--- config.mk ---
export PLATFORM = sky130hd
export DESIGN_NAME = double_ended_queue_ring
export DESIGN_NICKNAME = d
export VERILOG_FILES = /design/src/hw/rtl/dqr_pkg.sv /design/src/hw/rtl/dqr_ram.sv /design/src/hw/rtl/dqr_ctrl.sv /design/src/hw/rtl/double_ended_queue_ring.sv
export SDC_FILE = /design/constraint.sdc
export NUM_CORES = 1
export LEC_CHECK = 0
export BUFFER_PORTS_ARGS = -buffer_cell sky130_fd_sc_hd__buf_4
export CORE_ASPECT_RATIO = 0.6
export CORE_MARGIN = 10
export CORE_UTILIZATION = 67
export CTS_CLUSTER_DIAMETER = 80
export DETAILED_ROUTE_END_ITERATION = 16
export HOLD_SLACK_MARGIN = 0.08
export PLACE_DENSITY = 0.85
export SETUP_SLACK_MARGIN = 0.15
export SYNTH_ARGS = -nofsm -noshare
export SYNTH_HDL_FRONTEND = slang
export SYNTH_SLANG_ARGS = --single-unit
--- constraint.sdc ---
create_clock -name i_clk -period 9.1 [get_ports i_clk]
set_clock_uncertainty 0.15 [all_clocks]
set_input_delay 0.455 -clock i_clk [delete_from_list [all_inputs] [get_ports i_clk]]
set_output_delay 0.455 -clock i_clk [all_outputs]
set_load 0.05 [all_outputs]
--- src/hw/rtl/dqr_pkg.sv ---
package dqr_pkg;

    // Default ring depth and fixed field widths
    localparam int DEPTH_DEF = 16;
    localparam int DATA_W    = 32;
    localparam int CAP_W     = 5;
    localparam int CAP_RESET = 16;

    localparam logic [DATA_W-1:0] ALL_ONES = '1;

    typedef enum logic [1:0] {
        MODE_PUSH_FRONT = 2'd0,
        MODE_PUSH_REAR  = 2'd1,
        MODE_POP_FRONT  = 2'd2,
        MODE_POP_REAR   = 2'd3
    } t_mode;

    typedef struct packed {
        t_mode                    mode;
        logic signed [DATA_W-1:0] value;
    } t_item;

    typedef struct packed {
        logic                     accepted;
        logic signed [DATA_W-1:0] popped_value;
        logic                     is_empty;
        logic                     is_full;
        logic signed [DATA_W-1:0] front_value;
        logic signed [DATA_W-1:0] rear_value;
    } t_result;

    // Outcome of one operation, from the index control to the result stage
    typedef struct packed {
        logic accepted;
        logic is_empty;
        logic is_full;
    } t_status;

endpackage

--- src/hw/rtl/dqr_ram.sv ---
module dqr_ram #(
    parameter int WIDTH = 32,
    parameter int DEPTH = 16,
    parameter int AW    = (DEPTH > 1) ? $clog2(DEPTH) : 1
) (
    input  logic             i_clk,
    input  logic             i_we,
    input  logic [AW-1:0]    i_waddr,
    input  logic [WIDTH-1:0] i_wdata,
    input  logic [AW-1:0]    i_raddr_a,
    input  logic [AW-1:0]    i_raddr_b,
    output logic [WIDTH-1:0] o_rdata_a,
    output logic [WIDTH-1:0] o_rdata_b
);

    logic [WIDTH-1:0] r_mem [DEPTH];

    // Write one port, read two ports, registered read (old data on collision)
    always_ff @(posedge i_clk) begin
        if (i_we) begin
            r_mem[i_waddr] <= i_wdata;
        end
        o_rdata_a <= r_mem[i_raddr_a];
        o_rdata_b <= r_mem[i_raddr_b];
    end

endmodule

--- src/hw/rtl/dqr_ctrl.sv ---
module dqr_ctrl #(
    parameter int DEPTH = dqr_pkg::DEPTH_DEF,
    parameter int IW    = (DEPTH > 1) ? $clog2(DEPTH) : 1
) (
    input  logic                    i_clk,
    input  logic                    i_rst_n,
    input  logic                    i_accept,
    input  dqr_pkg::t_mode          i_mode,
    input  logic                    i_cfg_we,
    input  logic [dqr_pkg::CAP_W-1:0] i_cfg_data,
    output logic [IW-1:0]           o_head,
    output logic [IW-1:0]           o_tail,
    output logic [IW-1:0]           o_n_head,
    output logic [IW-1:0]           o_n_tail,
    output logic                    o_wr_en,
    output logic [IW-1:0]           o_wr_addr,
    output dqr_pkg::t_status        o_status
);

    localparam int CW       = (IW + 1 > dqr_pkg::CAP_W) ? IW + 1 : dqr_pkg::CAP_W;
    localparam int LAST_RST = (dqr_pkg::CAP_RESET > DEPTH) ? DEPTH - 1
                                                           : dqr_pkg::CAP_RESET - 1;

    logic [IW-1:0] r_head, n_head;
    logic [IW-1:0] r_tail, n_tail;
    logic          r_empty, n_empty;
    logic [IW-1:0] r_last;
    logic [CW-1:0] cap_ext;
    logic [IW-1:0] cfg_last;
    logic          full;

    function automatic logic [IW-1:0] idx_next(input logic [IW-1:0] i,
                                               input logic [IW-1:0] last);
        return (i >= last) ? '0 : i + 1'b1;
    endfunction

    function automatic logic [IW-1:0] idx_prev(input logic [IW-1:0] i,
                                               input logic [IW-1:0] last);
        return (i == '0) ? last : i - 1'b1;
    endfunction

    // Clamp the written capacity into 1..DEPTH, keep it as the last index
    always_comb begin
        cap_ext = CW'(i_cfg_data);
        if (cap_ext == '0) begin
            cfg_last = '0;
        end else if (cap_ext > CW'(DEPTH)) begin
            cfg_last = IW'(DEPTH - 1);
        end else begin
            cfg_last = IW'(cap_ext - 1'b1);
        end
    end

    assign full = !r_empty && (idx_next(r_tail, r_last) == r_head);

    // Advance head, tail and empty flag for the operation
    always_comb begin
        n_head    = r_head;
        n_tail    = r_tail;
        n_empty   = r_empty;
        o_wr_en   = 1'b0;
        o_wr_addr = r_head;
        o_status.accepted = 1'b0;
        if (i_accept) begin
            unique case (i_mode) inside
                dqr_pkg::MODE_PUSH_FRONT, dqr_pkg::MODE_PUSH_REAR: begin
                    if (!full) begin
                        o_status.accepted = 1'b1;
                        o_wr_en = 1'b1;
                        if (r_empty) begin
                            n_head    = '0;
                            n_tail    = '0;
                            n_empty   = 1'b0;
                            o_wr_addr = '0;
                        end else if (i_mode == dqr_pkg::MODE_PUSH_FRONT) begin
                            n_head    = idx_prev(r_head, r_last);
                            o_wr_addr = n_head;
                        end else begin
                            n_tail    = idx_next(r_tail, r_last);
                            o_wr_addr = n_tail;
                        end
                    end
                end
                dqr_pkg::MODE_POP_FRONT: begin
                    if (!r_empty) begin
                        o_status.accepted = 1'b1;
                        if (r_head == r_tail) begin
                            n_empty = 1'b1;
                        end else begin
                            n_head = idx_next(r_head, r_last);
                        end
                    end
                end
                dqr_pkg::MODE_POP_REAR: begin
                    if (!r_empty) begin
                        o_status.accepted = 1'b1;
                        if (r_head == r_tail) begin
                            n_empty = 1'b1;
                        end else begin
                            n_tail = idx_prev(r_tail, r_last);
                        end
                    end
                end
                default: begin
                end
            endcase
        end
        o_status.is_empty = n_empty;
        o_status.is_full  = !n_empty && (idx_next(n_tail, r_last) == n_head);
    end

    // Hold index state and capacity
    always_ff @(posedge i_clk) begin
        if (!i_rst_n) begin
            r_head  <= '0;
            r_tail  <= '0;
            r_empty <= 1'b1;
            r_last  <= IW'(LAST_RST);
        end else begin
            r_head  <= n_head;
            r_tail  <= n_tail;
            r_empty <= n_empty;
            if (i_cfg_we) begin
                r_last <= cfg_last;
            end
        end
    end

    assign o_head   = r_head;
    assign o_tail   = r_tail;
    assign o_n_head = n_head;
    assign o_n_tail = n_tail;

`ifndef SYNTH
    a_first_push_slot0: assert property (@(posedge i_clk) disable iff (!i_rst_n)
        (i_accept && r_empty && !i_mode[1]) |=> (r_head == '0 && r_tail == '0 && !r_empty))
        else $error("first push did not land in slot 0");

    a_last_pop_empties: assert property (@(posedge i_clk) disable iff (!i_rst_n)
        (i_accept && i_mode[1] && !r_empty && r_head == r_tail) |=> r_empty)
        else $error("pop of the only entry did not empty the deque");

    a_full_refuses: assert property (@(posedge i_clk) disable iff (!i_rst_n)
        (i_accept && full && !i_mode[1]) |=> ($stable(r_head) && $stable(r_tail)))
        else $error("push into a full deque moved an index");
`endif

endmodule

--- src/hw/rtl/double_ended_queue_ring.sv ---
// Ring-buffer deque of signed 32-bit words, up to DEPTH entries.
// Command channel: present an item on i_item and raise start; the item is
// transferred at a rising edge where start is high and busy is low. Each
// item pushes at the front or rear, or pops from the front or rear.
// Result channel: one result per item, on o_result for exactly one cycle
// while o_strobe is high, in the cycle right after the transfer. The
// receiver cannot hold results off, and none is needed: busy stays low in
// normal operation, so one item is taken every cycle.
// Front and rear words come straight from the two read ports of the entry
// RAM, with a bypass for the word written at the previous edge.
// Configuration: i_cfg_data carries the capacity, written when i_cfg_valid
// and o_cfg_ready are high; write it only while no result is pending.
// Reset (synchronous, active low): deque empty, indices zero, capacity 16
// (clamped to DEPTH), busy high during reset. Entry contents are not reset.
module double_ended_queue_ring #(
    parameter int DEPTH = dqr_pkg::DEPTH_DEF
) (
    input  logic                      i_clk,
    input  logic                      i_rst_n,
    input  logic                      start,
    output logic                      busy,
    input  dqr_pkg::t_item            i_item,
    output logic                      o_strobe,
    output dqr_pkg::t_result          o_result,
    input  logic                      i_cfg_valid,
    output logic                      o_cfg_ready,
    input  logic [dqr_pkg::CAP_W-1:0] i_cfg_data
);

    localparam int IW = (DEPTH > 1) ? $clog2(DEPTH) : 1;

    logic                      accept;
    logic                      r_busy;
    logic [IW-1:0]             head, tail, n_head, n_tail;
    logic                      wr_en;
    logic [IW-1:0]             wr_addr;
    dqr_pkg::t_status          status;
    logic [dqr_pkg::DATA_W-1:0] rdata_a, rdata_b;
    logic [dqr_pkg::DATA_W-1:0] cur_front, cur_rear;
    logic [dqr_pkg::DATA_W-1:0] popped;

    logic                      r_fwd_en;
    logic [IW-1:0]             r_fwd_addr;
    logic [dqr_pkg::DATA_W-1:0] r_fwd_data;

    logic                      r_strobe;
    logic                      r_accepted;
    logic [dqr_pkg::DATA_W-1:0] r_popped;
    logic                      r_is_empty;
    logic                      r_is_full;

    assign accept      = start && !r_busy;
    assign busy        = r_busy;
    assign o_cfg_ready = 1'b1;

    dqr_ctrl #(
        .DEPTH (DEPTH),
        .IW    (IW)
    ) u_ctrl (
        .i_clk      (i_clk),
        .i_rst_n    (i_rst_n),
        .i_accept   (accept),
        .i_mode     (i_item.mode),
        .i_cfg_we   (i_cfg_valid && o_cfg_ready),
        .i_cfg_data (i_cfg_data),
        .o_head     (head),
        .o_tail     (tail),
        .o_n_head   (n_head),
        .o_n_tail   (n_tail),
        .o_wr_en    (wr_en),
        .o_wr_addr  (wr_addr),
        .o_status   (status)
    );

    dqr_ram #(
        .WIDTH (dqr_pkg::DATA_W),
        .DEPTH (DEPTH),
        .AW    (IW)
    ) u_ram (
        .i_clk     (i_clk),
        .i_we      (wr_en),
        .i_waddr   (wr_addr),
        .i_wdata   (i_item.value),
        .i_raddr_a (n_head),
        .i_raddr_b (n_tail),
        .o_rdata_a (rdata_a),
        .o_rdata_b (rdata_b)
    );

    // Bypass the word written at the last edge, the RAM read returns old data
    assign cur_front = (r_fwd_en && r_fwd_addr == head) ? r_fwd_data : rdata_a;
    assign cur_rear  = (r_fwd_en && r_fwd_addr == tail) ? r_fwd_data : rdata_b;

    // Pick the removed word from the words before this step
    always_comb begin
        popped = dqr_pkg::ALL_ONES;
        if (status.accepted) begin
            case (i_item.mode)
                dqr_pkg::MODE_POP_FRONT: popped = cur_front;
                dqr_pkg::MODE_POP_REAR:  popped = cur_rear;
                default:                 popped = dqr_pkg::ALL_ONES;
            endcase
        end
    end

    // Control registers: busy, result strobe, bypass valid
    always_ff @(posedge i_clk) begin
        if (!i_rst_n) begin
            r_busy   <= 1'b1;
            r_strobe <= 1'b0;
            r_fwd_en <= 1'b0;
        end else begin
            r_busy   <= 1'b0;
            r_strobe <= accept;
            r_fwd_en <= wr_en;
        end
    end

    // Result and bypass payload
    always_ff @(posedge i_clk) begin
        r_fwd_addr <= wr_addr;
        r_fwd_data <= i_item.value;
        if (accept) begin
            r_accepted <= status.accepted;
            r_popped   <= popped;
            r_is_empty <= status.is_empty;
            r_is_full  <= status.is_full;
        end
    end

    assign o_strobe              = r_strobe;
    assign o_result.accepted     = r_accepted;
    assign o_result.popped_value = r_popped;
    assign o_result.is_empty     = r_is_empty;
    assign o_result.is_full      = r_is_full;
    assign o_result.front_value  = r_is_empty ? dqr_pkg::ALL_ONES : cur_front;
    assign o_result.rear_value   = r_is_empty ? dqr_pkg::ALL_ONES : cur_rear;

`ifndef SYNTH
    a_result_follows: assert property (@(posedge i_clk) disable iff (!i_rst_n)
        accept |=> o_strobe)
        else $error("transfer without a result in the next cycle");

    a_not_empty_and_full: assert property (@(posedge i_clk) disable iff (!i_rst_n)
        o_strobe |-> !(o_result.is_empty && o_result.is_full))
        else $error("result reports empty and full together");

    a_refused_pops_ones: assert property (@(posedge i_clk) disable iff (!i_rst_n)
        (o_strobe && !o_result.accepted) |-> (o_result.popped_value == dqr_pkg::ALL_ONES))
        else $error("refused operation returned a popped word");
`endif

endmodule

## After elaboration in Yosys (flattened, before gate mapping)

Memory sizes are Yosys's and may differ from the RTL's. A register that Yosys moved wholly into a read port is not among the register bits.
Cells that the tools add are included.

| word-level totals | value |
|---|---|
| register bits | 87 |
| RAM bits | 512 |
| bits of input ports | 43 |
| output and inout port bits | 102 |
| word-level logic and storage cells | 91 |
| memories kept | 1 |

Memories:

| memory | words | bits a word | rd ports | clocked after memory_dff | write ports | line | RTL |
|---|---|---|---|---|---|---|---|
| u_ram.r_mem | 16 | 32 | 2 | 2 | 1 | dqr_ram.sv:16 | `logic [WIDTH-1:0] r_mem [DEPTH];` |

| cells by class | value |
|---|---|
| add/sub/neg operators | 6 |
| magnitude comparators | 4 |
| equality and inequality tests | 8 |
| muxes and demuxes | 45 |
| reductions and logical operators | 14 |

Operator list:

| operator | number |
|---|---|
| $mux 32 | 4 |
| $mux 4 | 24 |
| $pmux 32 s2 | 1 |
| $eq 4x4->1 | 5 |
| $pmux 4 s2 | 2 |
| $add 4x1->4 const B | 3 |
| $ge 4x4->1 | 3 |
| $mux 1 | 12 |
| $sub 4x1->4 const B | 3 |
| $logic_not 4->1 | 2 |
| $gt 5x5->1 const B | 1 |
| $logic_and 1x1->1 | 5 |
| $logic_not 5->1 | 1 |
| $eq 2x2->1 const B | 2 |
| $pmux 1 s2 | 2 |
| $reduce_or 2->1 | 2 |
| $logic_not 1->1 | 3 |
| $eq 2x1->1 const B | 1 |
| $logic_not 2->1 | 1 |

## Depth between registers and ports, before layout

| depth | value |
|---|---|
| depth in word-level cells | 11 |
| gate-level depth with buffers | 20 |
| mapped depth without buffers | 17 |

## Modules after synthesis

Synthesis repeated with hierarchy kept, for this count alone.

| second synthesis, totals | value |
|---|---|
| cells, all modules | 1,708 |
| area, all modules | 29,660.9 sq um |

Modules (own cells, without submodules):

| module | times used | cells each | area an instance (sq um) | sequential area each (sq um) |
|---|---|---|---|---|
| dqr_ram | 1 | 1,141 | 24,188.2 | 16,656.0 |
| double_ended_queue_ring | 1 | 309 | 3,563.4 | 1,831.8 |
| dqr_ctrl | 1 | 258 | 1,909.3 | 260.2 |

## Worst setup path after synthesis

Ideal clock, no wire load.

| timing path | value |
|---|---|
| kind | register to register |
| from | register u_ctrl.r_tail[0] (netlist: u_ctrl.o_tail[0]) |
| to | memory u_ram.r_mem[9][0], enable pin |
| library setup time | 0.461 ns |
| data arrival time | 5.416 ns |
| required time | 8.489 ns |
| setup slack | 3.073 ns |
| stages on the path, launching flop included | 15 |
| path buffers | 3 |
| period minus slack after synthesis | 6.027 ns |
| cells stage by stage | dfxtp_1 -> buf_2 -> inv_1 -> ha_1 -> or3b_4 -> a21oi_1 -> o311ai_1 -> a211o_1 -> buf_4 -> nand2_1 -> clkbuf_1 -> o21ai_0 -> nand2b_1 -> or2_2 -> nor3_1 |

| between the ends | value |
|---|---|
| elaborated cells on any way between the ends | 15 |
| classes of those cells | add/sub: 1; order compare: 1; eq/ne: 1; mux: 11; reduce/logical: 1 |

RTL lines:

| what | line | RTL |
|---|---|---|
| start: declaration | dqr_ctrl.sv:25 | `logic [IW-1:0] r_tail, n_tail;` |
| start signal: assignment | dqr_ctrl.sv:121 | `r_tail <= n_tail;` |
| $add 4x1->4 / $ge 4x4->1 (equally long branches) | dqr_ctrl.sv:34 | `return (i >= last) ? '0 : i + 1'b1;` |
| $mux 4 (*) | dqr_ctrl.sv:34 |  |
| $eq 4x4->1 / $mux 4 (equally long branches) | dqr_ctrl.sv:54, dqr_ctrl.sv:75 |  |
| $logic_and 1x1->1 / $mux 4 (equally long branches) | dqr_ctrl.sv:54, dqr_ctrl.sv:70 |  |
| $mux 4 (*) | dqr_ctrl.sv:67 | `if (!full) begin` |
| $mux 4 (*) | dqr_ctrl.sv:65 | `unique case (i_mode) inside` |
| $mux 4 (*) | dqr_ctrl.sv:64 | `if (i_accept) begin` |
| named net u_ctrl.o_wr_addr[1] | dqr_ctrl.sv:16 | `output logic [IW-1:0] o_wr_addr,` |
| end: declaration | dqr_ram.sv:16 |  |

Mark *: on every way through the listed nets, which the timed path passes. The rest lies on a longest branch.

## Worst setup path after layout

| timing path | value |
|---|---|
| from | register u_ctrl.r_tail[0] (netlist: u_ctrl.o_tail[0]) |
| to | register u_ram.o_rdata_b[14], read port of u_ram.r_mem |

| between the ends | value |
|---|---|
| word-level cells in the longest chain between the ends | 7 |
| elaborated cells on any way between the ends | 16 |
| classes of those cells | add/sub: 2; order compare: 1; eq/ne: 2; mux: 9; reduce/logical: 2 |

Ends and longest elaborated chain:

| what | line | RTL |
|---|---|---|
| $add 4x1->4 / $ge 4x4->1 (equally long branches) | dqr_ctrl.sv:34 |  |
| $mux 4 | dqr_ctrl.sv:34 |  |
| $eq 4x4->1 / $mux 4 (equally long branches) | dqr_ctrl.sv:54, dqr_ctrl.sv:75 |  |
| $logic_and 1x1->1 / $mux 4 (equally long branches) | dqr_ctrl.sv:54, dqr_ctrl.sv:70 |  |
| $mux 4 | dqr_ctrl.sv:67 |  |
| $pmux 4 s2 | dqr_ctrl.sv:65 |  |
| $mux 4 (*) | dqr_ctrl.sv:64 |  |
| end: declaration | dqr_ram.sv:13 | `output logic [WIDTH-1:0] o_rdata_b` |

Every way passes the cells marked *; elsewhere a longest branch is shown, timed or not.
A chain may end at the register's enable or synchronous reset.

==> results.py <==
metrics = {
    "run_status": {
        "status": "finished, final reports clean",
    },
    "cts": {
        "cts_buffer_depth": 3,
        "cts_resized": 0,
        "clock-sinks": 663,
        "cts_tree": "built",
        "numCtsBuffers": 57,
        "ctsHtreeMaxLevel": 2,
        "clkLatencyLatePin_ns": 0.62,
        "clk_pin_slew_ns": 0.08,
        "root_buffer": "clkbuf_16",
        "post_cts_buffers": 0,
    },
    "setup_path": {
        "cp-end-kind": "register",
        "reg2regPathDepth": 12,
        "crit_path_start_kind": "register",
        "crit_required_ns": 9.43,
        "worstPathMaxFanout": 57,
        "worstPathArrival_ns": 6.35,
        "path_class": "register to register",
    },
    "layout": {
        "multi_input_comb_area_um2": 11340,
        "fin_util_pct": 76.94,
        "final_common_cell": "edfxtp_1",
        "final_cells": 3259,
        "syn_to_final_growth_pct": 12.56,
        "antenna_cells": 0,
        "regArea_um2": 18750,
        "mostFrequentLayoutCells": "edfxtp_1, mux2i_1, nand2_1, buf_4, o22ai_1",
        "layout.nets": 2651,
        "fill_cells": 2707,
        "final_cell_area_um2": 34710,
        "final_layout_size_suffix_gt1_share_pct": 12.13,
    },
    "placement": {
        "placed_cell_area_um2": 32380,
        "post-place-cells": 3115,
        "portBuffers": 143,
        "dpl.hpwl_um": 47950,
        "place_congestion": 0.9521,
    },
    "floorplanning": {
        "rows": 60,
        "initial_utilization_pct": 68.36,
        "die_x_um": 297.0,
        "io_pins": 145,
        "core_um2": 45120,
        "fp.dieH_um": 186.2,
        "dieArea_um2": 55300,
    },
    "timing": {
        "setup_tns_ns": 0,
        "fin_hold_ws_ns": 0.09001,
        "post-route-min-period_ns": 6.023,
        "fmax_ghz": 0.1660,
        "setup_viol": 0,
        "finalHoldViolCount": 0,
        "slew_headroom_pct": 17.15,
        "rsz0062_at_grt": "no",
        "drv_slew": 0,
        "fin_crit_sh_pct": 66.19,
        "tightest_slew_ns": 1.240,
    },
    "logic_synthesis": {
        "synth_ff_type": "edfxtp_1",
        "synth.distinct_cells": 66,
        "ys_ff_latch": 663,
        "netlist_instances": 2491,
        "synth_warnings": 0,
        "syn_area_per_cell_um2": 12.38,
        "async_flop_share_pct": 0,
        "synth_edf_count": 547,
        "ys_seq_area_share_pct": 60.79,
        "synth_nets": 2552,
        "netlist_area_um2": 30840,
    },
    "route": {
        "vias": 22480,
        "wire_per_inst_um": 27.49,
        "remaining_drc_errors": 0,
        "final_antenna_net_count": 0,
        "via_per_inst": 6.899,
        "drt_iter0_drc": 3677,
        "dr.pass1.iters": 6,
        "drt-total-wl_um": 89580,
    },
    "global_routing": {
        "grt_start_max_net_pins": 169,
        "grt_pass1_wl_um": 132700,
        "grtUsageTotal_pct": 31.21,
        "grt_pass1_vias": 21600,
        "antenna_found_initial": 2,
        "gr-total-overflow": 0,
    },
    "hold_path": {
        "holdPathStages": 4,
        "hp-class": "primary input to register",
    },
    "power_and_ir_drop": {
        "vdd_ir_drop_max_mv": 0.1718,
        "power_density_nw_per_um2": 200.8,
        "p_leak_nw": 12.27,
    },
    "flow_run": {
        "drv_cap": 0,
    },
}
-- sequential cells by signal, indices dropped and copies added (netlist names), 4 cells and up --
signal           cells
r_popped            32
r_fwd_addr           4
u_ctrl.r_last        4
u_ram.o_rdata_a     32
u_ram.r_mem        512
u_ctrl.o_head        4
u_ram.o_rdata_b     32
r_fwd_data          32
u_ctrl.o_tail        4
-- logic make-up (layout without fill, tap and decap cells) --
group / count (synthesis) / count (layout) / synth area share (%)
fa+ha+maj: 18 / 18 / 0.7302
xor+xnor: 20 / 20 / 0.5679
other cells: 1 / 1 / 0.01216
flops: 663 / 663 / 60.79
simple gates: 714 / 714 / 10.40
buf+inv: 201 / 349 / 3.132
mux: 482 / 482 / 15.65
compound gates: 392 / 392 / 8.726
-- final cells by class --
cell class	instances	area share, %
sequential	663	54.01
inverter	21	0.2271
multi-input combinational	1627	32.67
clock inverter	32	1.121
clock buffer	76	4.577
timing repair buffer	220	5.161
tap	620	2.235
-- cell usage after synthesis (7+ instances only) --
master	count	area (µm²)
mux2i_1	481	4815
a21oi_1	28	140.1
xnor2_1	10	87.58
a22o_1	34	297.8
a32oi_1	32	280.3
o221ai_1	36	315.3
inv_1	18	67.56
clkbuf_1	77	289.0
buf_6	10	112.6
xor2_1	10	87.58
and2_1	7	43.79
buf_1	8	30.03
nand2_1	451	1693
edfxtp_1	547	16430
or4_1	33	247.7
ha_1	18	225.2
o22ai_1	128	800.8
nand2b_1	73	456.7
o21ai_0	91	455.4
nand3_1	73	365.4
dfxtp_1	116	2322
nor4_1	9	56.30
buf_4	12	90.09
nor2_1	36	135.1
buf_2	72	360.4
-- critical path, cell delays in order, from the launching register on --
cell and delay [ns]:
dfxtp_1 0.61, inv_1 0.22, ha_1 0.36, or3b_4 0.42
a21oi_1 0.25, o311ai_1 0.21, a211oi_2 0.59, o21ai_1 0.22
a21oi_4 0.88, buf_4 0.91, mux2i_1 0.38, o22ai_1 0.15
or4_1 0.44
-- worst paths after layout --
kind	from	end	slack, ns
worst max-delay path	u_ctrl.o_tail[0]$_SDFF_PN0_	u_ram.o_rdata_b[14]$_DFF_P_	3.08
worst min-delay path	i_cfg_data[2]	u_ctrl.r_last[2]$_SDFFE_PN1P_	0.09
worst max register to register	u_ctrl.o_tail[0]$_SDFF_PN0_	u_ram.o_rdata_b[14]$_DFF_P_	3.08
worst min register to register	u_ctrl.r_last[2]$_SDFFE_PN1P_	u_ctrl.r_last[2]$_SDFFE_PN1P_	0.42
-- report_power, final --
part	total (mW)	internal, mW	switching [mW]
combinational	0.977	0.325	0.651
clock	2.57	1.46	1.11
sequential	3.42	3.37	0.0534
total	6.97	5.15	1.82
-- what timing repair did --
action / 4_1_cts / 5_1_grt
endpoints found under the setup margin: 0 / 0
hold endpoints to repair: 552 / 0
hold buffers: 36 / 0
-- stage by stage --
step           power [mW]  setup WS [ns]
2_1_floorplan       4.104          3.073
3_3_place_gp        4.395          3.442
3_5_place_dp        4.419          3.279
4_1_cts             6.945          3.242
5_1_grt             7.154          2.779
6_report            6.970          3.077
-- metal layers --
layer  global-route usage, %  up-vias  part of all wire (%)
li1                        -     9563                     -
met4                   10.39        2                   3.3
met3                   8.647      269                    14
met5                       0        -                0.0078
met2                   47.44     1801                    44
met1                   43.28    10850                    39
(Power assumes the default switching activity.)
